$ cat config.mk
export PLATFORM = sky130hd
export DESIGN_NAME = spnt_ctrl
export DESIGN_NICKNAME = d
export VERILOG_FILES = /design/src/sv/spnt_pkg.sv /design/src/sv/spnt_ctrl.sv
export SDC_FILE = /design/constraint.sdc
export NUM_CORES = 1
export LEC_CHECK = 0
export BUFFER_PORTS_ARGS = -buffer_cell sky130_fd_sc_hd__buf_2
export CORE_AREA = 2 2 39 41
export DETAILED_ROUTE_END_ITERATION = 16
export DIE_AREA = 0 0 41 43
export PLACE_DENSITY = 0.76
export SLEW_MARGIN = 0
export SYNTH_ARGS = -nofsm -noshare
export SYNTH_HDL_FRONTEND = slang
export SYNTH_SLANG_ARGS = --single-unit
$ cat constraint.sdc
create_clock -name i_clk -period 2.19 [get_ports i_clk]
set_input_delay 0.219 -clock i_clk [delete_from_list [all_inputs] [get_ports i_clk]]
set_output_delay 0.219 -clock i_clk [all_outputs]
set_load 0.03 [all_outputs]
$ cat src/sv/spnt_pkg.sv
// Package with types, constants and helper functions of the spectral peak note tuner.
`timescale 1ns / 1ps
package spnt_pkg;

    localparam int SPNT_BIN_COUNT = 16384;

    localparam logic [23:0] HZ_RESET  = 24'd95996;
    localparam logic [27:0] REF_RESET = 28'd28835840;

    localparam logic [0:0] REG_HZ_PER_BIN = 1'b0;
    localparam logic [0:0] REG_REFERENCE  = 1'b1;

    localparam int LOG_W = 22;
    localparam int NUM_W = 39;
    localparam int DEN_W = 27;

    localparam logic [2:0] LSEL_PEAK  = 3'd0;
    localparam logic [2:0] LSEL_LEFT  = 3'd1;
    localparam logic [2:0] LSEL_RIGHT = 3'd2;
    localparam logic [2:0] LSEL_FREQ  = 3'd3;
    localparam logic [2:0] LSEL_REF   = 3'd4;

    typedef struct packed {
        logic       in_ready;
        logic       clr_delta;
        logic       log_start;
        logic [2:0] log_sel;
        logic       div_start;
        logic       mul;
        logic       fin1;
        logic       fin2;
        logic       load_out;
    } t_cmd;

    typedef struct packed {
        logic frame_end;
        logic interp_ok;
        logic den_pos;
        logic log_done;
        logic div_done;
        logic freq_pos;
        logic out_free;
    } t_stat;

    // Remainder modulo 12 of a value below 1536, by restoring subtraction.
    function automatic logic [3:0] spnt_mod12(input logic [10:0] u);
        logic [10:0] v;
        v = u;
        for (int k = 6; k >= 0; k--) begin
            if (v >= 11'(12 << k)) begin
                v = v - 11'(12 << k);
            end
        end
        return v[3:0];
    endfunction

endpackage

$ cat src/sv/spnt_ctrl.sv
// Controller state machine that sequences the end-of-frame pitch computation.
`timescale 1ns / 1ps
module spnt_ctrl import spnt_pkg::*; (
    input  logic  i_clk,
    input  logic  i_rst_n,
    input  t_stat i_stat,
    output t_cmd  o_cmd
);
    localparam logic [3:0] ST_RUN  = 4'd0;
    localparam logic [3:0] ST_CHK  = 4'd1;
    localparam logic [3:0] ST_LP   = 4'd2;
    localparam logic [3:0] ST_LL   = 4'd3;
    localparam logic [3:0] ST_LR   = 4'd4;
    localparam logic [3:0] ST_DIV  = 4'd5;
    localparam logic [3:0] ST_MUL  = 4'd6;
    localparam logic [3:0] ST_CHKF = 4'd7;
    localparam logic [3:0] ST_LF   = 4'd8;
    localparam logic [3:0] ST_LREF = 4'd9;
    localparam logic [3:0] ST_FIN1 = 4'd10;
    localparam logic [3:0] ST_FIN2 = 4'd11;
    localparam logic [3:0] ST_OUT  = 4'd12;

    logic [3:0] r_state, n_state;
    logic       r_issued, n_issued;

    always_comb begin
        n_state  = r_state;
        n_issued = r_issued;
        o_cmd    = '0;
        o_cmd.log_sel = LSEL_PEAK;
        unique case (r_state)
            ST_RUN: begin
                o_cmd.in_ready = 1'b1;
                if (i_stat.frame_end) begin
                    n_state = ST_CHK;
                end
            end
            ST_CHK: begin
                o_cmd.clr_delta = 1'b1;
                n_state = i_stat.interp_ok ? ST_LP : ST_MUL;
            end
            ST_LP, ST_LL, ST_LR, ST_LF, ST_LREF: begin
                unique case (r_state)
                    ST_LP:   o_cmd.log_sel = LSEL_PEAK;
                    ST_LL:   o_cmd.log_sel = LSEL_LEFT;
                    ST_LR:   o_cmd.log_sel = LSEL_RIGHT;
                    ST_LF:   o_cmd.log_sel = LSEL_FREQ;
                    default: o_cmd.log_sel = LSEL_REF;
                endcase
                o_cmd.log_start = !r_issued;
                n_issued = 1'b1;
                if (i_stat.log_done) begin
                    n_issued = 1'b0;
                    unique case (r_state)
                        ST_LP:   n_state = ST_LL;
                        ST_LL:   n_state = ST_LR;
                        ST_LR:   n_state = ST_DIV;
                        ST_LF:   n_state = ST_LREF;
                        default: n_state = ST_FIN1;
                    endcase
                end
            end
            ST_DIV: begin
                if (!i_stat.den_pos) begin
                    n_state = ST_MUL;
                end else begin
                    o_cmd.div_start = !r_issued;
                    n_issued = 1'b1;
                    if (i_stat.div_done) begin
                        n_issued = 1'b0;
                        n_state  = ST_MUL;
                    end
                end
            end
            ST_MUL: begin
                o_cmd.mul = 1'b1;
                n_state   = ST_CHKF;
            end
            ST_CHKF: begin
                n_state = i_stat.freq_pos ? ST_LF : ST_FIN2;
            end
            ST_FIN1: begin
                o_cmd.fin1 = 1'b1;
                n_state    = ST_FIN2;
            end
            ST_FIN2: begin
                o_cmd.fin2 = 1'b1;
                n_state    = ST_OUT;
            end
            ST_OUT: begin
                if (i_stat.out_free) begin
                    o_cmd.load_out = 1'b1;
                    n_state        = ST_RUN;
                end
            end
            default: begin
                n_state  = ST_RUN;
                n_issued = 1'b0;
            end
        endcase
    end

    always_ff @(posedge i_clk) begin
        if (!i_rst_n) begin
            r_state  <= ST_RUN;
            r_issued <= 1'b0;
        end else begin
            r_state  <= n_state;
            r_issued <= n_issued;
        end
    end
endmodule

### After elaboration in Yosys (flattened, before gate mapping)

Index checks and enable logic that the tools add are counted.

| storage, ports and cells | value |
|---|---|
| flip-flop bits (word level) | 5 |
| input bits | 9 |
| output and inout bits | 11 |
| logic and storage cells | 50 |

| operators by class | value |
|---|---|
| equal/unequal tests | 17 |
| multiplexer cells | 24 |
| bitwise logic cells | 1 |
| reductions and logical operators | 6 |

Operators with widths:

| operator | count |
|---|---|
| case mux 4 bit (9 select lines) | 1 |
| two-way mux 4 bit | 6 |
| equality test 4 bit (second input constant) | 5 |
| equality test 4 x 3 -> 1 bit (second input constant) | 4 |
| case mux 4 bit (4 select lines) | 1 |
| two-way mux 1 bit | 12 |
| case mux 3 bit (4 select lines) | 1 |
| equality test 4 x 2 -> 1 bit (second input constant) | 2 |
| inequality test 2 bit (second input constant) | 4 |
| OR reduction 7 bit | 1 |
| OR reduction 5 bit | 1 |
| equality test 4 x 1 -> 1 bit (second input constant) | 1 |
| zero test 4 bit | 1 |
| AND reduction 4 bit | 1 |
| two-way mux 3 bit | 1 |
| inequality test 3 bit (second input constant) | 1 |
| case mux 1 bit (3 select lines) | 1 |
| two-way mux 2 bit | 1 |
| AND reduction 2 bit | 1 |
| zero test 1 bit | 1 |
| NOT 1 bit | 1 |

### Longest topological paths before layout

Gate-level depths: netlist of run 1.

| depth | value |
|---|---|
| depth after elaboration | 4 |
| mapped depth | 5 |
| mapped depth without buffers | 4 |

### Worst setup path before layout of run 1

OpenSTA, ideal clock, no wires.

| path | value |
|---|---|
| path type | register to output |
| start point | register r_state[2] |
| end point | output o_cmd[6] (netlist name) |
| data arrival time | 1.478 ns |
| data required time | 1.971 ns |
| slack | 0.493 ns |
| cell stages (with the launch flop) | 5 |
| buffers on the path | 2 |
| cell sequence | dfxtp_1 > buf_2 > buf_2 > xnor2_1 > nor3_1 |

RTL lines:

| element | RTL line | RTL |
|---|---|---|
| start, declared | spnt_ctrl.sv:23 | `logic [3:0] r_state, n_state;` |
| start signal, assigned | spnt_ctrl.sv:108 | `r_state <= n_state;` |
| end, declared | spnt_ctrl.sv:7 | `output t_cmd o_cmd` |

==> results.toml, run 1 <==
[worst_setup_path]
max_stage_delay_ns = 0.59
worstPathArrival_ns = 1.62
crit_buf_inv = 1
crit_path_max_fanout = 13
cp-start-kind = "register"
critPathSlowestCell = "dfxtp_1"
path_class = "register to primary output"
r2r_cells = 4
crit_required_ns = 1.97
endpoint_kind = "primary output"
critical_path.cell_chain = "nor3b_1, o31ai_1, nor2_1, buf_2"
worst-path-stages = 4
cpLargestDelayFamily = "flip-flops"

[power_and_ir_drop]
cellInternalPower_uw = 431
power_density_nw_per_um2 = 1390
p_sw_uw = 476
combinationalPowerShare = 0.626
vdd.ir_drop.worst_mv = 0.671
p_clk_frac = 0.118
cellLeakagePower_nw = 0.297
switching_share = 0.525
p_seq_frac = 0.256

[sta]
setup-tns-final_ns = 0
rsz0062_at_grt = "no"
min_period_over_period = 0.840
worstMarginPinSlew_ns = 0.608
slew_headroom = 0.589
finalSetupViolations = 0
fin_skew_ns = 0.000257
period_minus_slack_ns = 1.84
slew_viol_final = 0
final_hold_viol_count = 0
max_freq_mhz = 543

[status]
status = "finished, final reports clean"

[grt]
antenna_found_initial = 0
grt_pass1_wl_mm = 2.09
grt.total_usage = 0.172
overflow = 0
grt_pass1_vias = 506
grt_max_degree = 20

[finish]
num_antenna_cells = 0
drive_above_1_share = 0.292
syn_to_final_growth_pct = 21.2
fin_nets = 106
postLayoutCellArea_sq_um = 652

[synthesis]
syn_inst = 78
synth_cell_types = 33
synth_area_sq_um = 538
avgSynthCellArea_sq_um = 6.90
yosys-top-cells-area = "dfxtp_1, nor2_1, a21oi_1"
yosysSeqAreaShare = 0.186
synth_top_area_frac = 0.186
synth-seq-cells = 5
synth_largest_area_cell = "dfxtp_1"
synth_fp_nets = 87
ys_warn_count = 0

[floorplanning]
dieWidth_um = 41
boundaryPins = 20
rows = 14
core_area_sq_um = 1380
initial_core_util = 0.389
die-area_sq_um = 1760
die_h_um = 43

[cts]
cts_hold_buf = 0
htree_levels = 1
cts_buffer_depth = 2
cts-resized-gates = 0
cts_tree = "built"
path_clk_slew_ns = 0.04
cts-root-buf = "clkbuf_4"
clock_sinks = 5
numCtsBuffers = 3
worstSkewPairLatency_ns = 0.24
post-cts-setup-buffer-count = 0

[placed_design]
port_buffers = 19
dp_hpwl_um = 950
place_area_sq_um = 626
place_congestion = 0.902

[routing]
drtIter0Drc = 20
routed-via-count = 614
viasPerCell = 5.48
drtAntennaViolNets = 0
wire_per_inst_um = 11.3
drcViolationCount = 0
routed_wirelength_mm = 1.27
first_pass_iters = 4

[flow_run]
drv_cap = 0

[worst_hold_path]
hold_depth = 2
hold_path_class = "input port to register"
==> power by group through the flow <==
stage / clock network (mW) / registers (mW) / logic (mW)
after floorplan: 0 / 0.161 / 0.519
after global placement: 0 / 0.223 / 0.564
after detailed placement: 0 / 0.231 / 0.568
after CTS: 0.110 / 0.230 / 0.571
after global routing: 0.114 / 0.241 / 0.631
final: 0.107 / 0.232 / 0.568
==> cells by family after synthesis <==
kind of cell | Yosys count | synth area share
AO/OA/AOI/OAI | 24 | 0.307
XOR/XNOR | 1 | 0.0163
buffers and inverters | 11 | 0.100
flip-flops | 5 | 0.186
AND/OR/NAND/NOR | 37 | 0.391
==> state kept, by name, indices dropped and copies added, names as in the netlist <==
register and flops:
r_state 4, r_issued 1
==> per-layer routing <==
metal  part of all wire  vias up  GRT usage
met4              0.017        0      0.100
met1               0.48      266      0.238
met3              0.069        2     0.0157
li1                   -      314          -
met5                  0        -          0
met2               0.43       32      0.247
==> layout make-up <==
| cell class | instances | area, sq um |
|---|---|---|
| Tap cell | 16 | 20.0 |
| Clock buffer | 4 | 26.3 |
| Fill cell | 143 | 732 |
| Timing Repair Buffer | 20 | 103 |
| Sequential cell | 5 | 100 |
| Inverter | 5 | 18.8 |
| Multi-Input combinational cell | 62 | 384 |
==> per-stage QoR <==
stage	setup WS (ns)	power [mW]	hold slack (ns)	cells	utilization
floorplan	0.493	0.680	0.337	78	-
global placement	0.542	0.787	0.482	108	0.452
detailed placement	0.431	0.799	0.476	108	0.452
CTS	0.348	0.911	0.221	112	0.471
global route	0.157	0.986	0.240	112	0.471
finish	0.350	0.907	0.225	112	0.471
==> cells in the mapped netlist, drive strengths merged <==
library cell,number
nand2,5
xnor2,1
a211oi,2
or4,1
o21ai,5
buf,5
nor3b,2
a211o,1
and3b,1
clkbuf,1
and2,1
a21boi,1
o22a,1
a41o,1
or2,1
inv,5
nor3,5
nor2b,2
o311ai,1
nor2,10
dfxtp,5
o221ai,1
or3,1
nand3,3
a21oi,5
o31ai,2
and3,1
o21a,2
nand2b,4
a31oi,2
==> placed cells by master, fill, tap and decap left out, types with 2 or more instances in the layout <==
| cell type | count |
|---|---|
| dfxtp_1 | 5 |
| nand2b_1 | 4 |
| a21oi_1 | 5 |
| o31ai_1 | 2 |
| buf_2 | 19 |
| o21a_1 | 2 |
| clkbuf_4 | 3 |
| nor3b_1 | 2 |
| nor3_1 | 5 |
| inv_1 | 5 |
| nor2_1 | 10 |
| o21ai_0 | 5 |
| a31oi_1 | 2 |
| nand2_1 | 5 |
| nand3_1 | 3 |
==> worst register-to-register path: cells and delay by family, from the launching register on <==
family	cells	cell delay (ns)
AO/OA/AOI/OAI	3	1.00
AND/OR/NAND/NOR	1	0.14
flip-flops	1	0.60
==> final timing paths <==
check	startpoint	endpoint	slack (ns)
min	i_rst_n	r_state[3]$_SDFFE_PN0P_	0.22
min reg2reg	r_issued$_SDFFE_PN0P_	r_issued$_SDFFE_PN0P_	0.53
max reg2reg	r_state[0]$_SDFFE_PN0P_	r_state[2]$_SDFFE_PN0P_	0.38
max	r_state[2]$_SDFFE_PN0P_	o_cmd[8]	0.35
No activity file was read; power rests on OpenSTA's default activity.
==> run 2: changes to the inputs <==
clock period = 1.9 ns   (was 2.19 ns; I/O delays follow)
==> run 2 against run 1 <==
Net effect: critical path depth did not move; sequential power rose by 9.5%; first-iteration DRC count fell by 20%; die area did not move; design area rose by 4.8%; clock power rose by 21%; worst setup slack got worse by 0.18 ns; critical path type unchanged; via count rose by 5.4%.
==> results.toml, run 2 (synthesis results as in run 1) <==
[grt]
grt_max_degree = 16
grt_pass1_vias = 512
antenna_found_initial = 0
grt_pass1_wl_mm = 2.15
grt.total_usage = 0.180
overflow = 0

[floorplanning]
die-area_sq_um = 1760
boundaryPins = 20
dieWidth_um = 41
die_h_um = 43
initial_core_util = 0.389
rows = 14
core_area_sq_um = 1380

[cts]
clock_sinks = 5
post-cts-setup-buffer-count = 0
path_clk_slew_ns = 0.05
cts_tree = "built"
cts_buffer_depth = 2
cts-root-buf = "clkbuf_4"
cts-resized-gates = 0
worstSkewPairLatency_ns = 0.25
cts_hold_buf = 0
htree_levels = 1
numCtsBuffers = 3

[sta]
period_minus_slack_ns = 1.74
setup-tns-final_ns = 0
timing.hold.ws_ns = 0.203
finalSetupViolations = 0
min_period_over_period = 0.913
slew_headroom = 0.687
final_hold_viol_count = 0
fin_skew_ns = 0.00131
max_freq_mhz = 576
worstMarginPinSlew_ns = 0.469
slew_viol_final = 0
rsz0062_at_grt = "no"

[worst_setup_path]
r2r_cells = 5
worstPathArrival_ns = 1.55
path_class = "register to primary output"
cp-start-kind = "register"
crit_required_ns = 1.71
crit_path_max_fanout = 15
r2r-start = "r_state[3]$_SDFFE_PN0P_"
setup.worst_path.start = "r_state[0]$_SDFFE_PN0P_"
endpoint_kind = "primary output"

[routing]
wire_per_inst_um = 11.8
drtAntennaViolNets = 0
routed_wirelength_mm = 1.37
routed-via-count = 647
drtIter0Drc = 16
viasPerCell = 5.58
drcViolationCount = 0
first_pass_iters = 4

[worst_hold_path]
hold_path_class = "input port to register"
min_from = "i_rst_n"
hold_depth = 2

[status]
status = "finished, final reports clean"

[finish]
fill_cells = 156
fin_nets = 110
drive_above_1_share = 0.330
syn_to_final_growth_pct = 27.0
final_util = 0.494
num_antenna_cells = 0
largestRegisters = "r_state x4, r_issued x1"
mostFrequentLayoutCells = "buf_2, nor2_1"
layout_commonest_cell = "buf_2"
largest_register_ff_count = 4
top_register = "r_state"

[power_and_ir_drop]
power_density_nw_per_um2 = 1590
vdd.ir_drop.worst_mv = 0.677
cellLeakagePower_nw = 0.318
total_power_mw = 1.09

[placed_design]
place_congestion = 0.761
port_buffers = 19
dp_hpwl_mm = 1.05

[flow_run]
drv_cap = 0
[run 2: changes by cell type in the layout (fill, tap and decap cells not counted), sizes merged]
cell  delta
buf      +4
[run 2: layer usage]
layer / vias to the layer above / part of all wire / track usage
met5: - / 0 / 0
met3: 2 / 0.066 / 0.0471
li1: 324 / - / -
met2: 29 / 0.45 / 0.263
met1: 292 / 0.46 / 0.228
met4: 0 / 0.018 / 0.100
[run 2: worst paths after layout]
| kind | end | slack, ns |
|---|---|---|
| setup / recovery | o_cmd[8] | 0.16 |
| setup reg to reg | r_state[3]$_SDFFE_PN0P_ | 0.31 |
| hold / removal | r_state[3]$_SDFFE_PN0P_ | 0.20 |
| hold reg to reg | r_issued$_SDFFE_PN0P_ | 0.52 |
[run 2: worst max-delay path: stages, from the launching register on]
cell and delay [ns]:
dfxtp_1 0.60, nor3b_1 0.14, o31ai_1 0.30, nor2_1 0.07, buf_2 0.18
[run 2: where the power goes]
group | leakage, nW | internal, mW | switching (mW)
registers | 0.0415 | 0.150 | 0.104
clock network | 0.0150 | 0.0798 | 0.0504
logic | 0.262 | 0.295 | 0.408
[run 2: cell type report]
class                   count  area [sq um]  share of cell area
inverters                   5          18.8              0.0275
well taps                  16          20.0              0.0293
multi-input cells          62           384               0.562
clock buffers               4          26.3              0.0385
repair buffers             24           133               0.194
flip-flops and latches      5           101               0.148
[run 2: per-stage QoR]
step / instances / setup slack (ns) / instance area (sq um)
after CTS: 116 / 0.111 / 682
after floorplan: 78 / 0.232 / 538
after global routing: 116 / 0.0785 / 683
after detailed placement: 112 / 0.267 / 656
final: 116 / 0.165 / 683
after global placement: 112 / 0.346 / 656
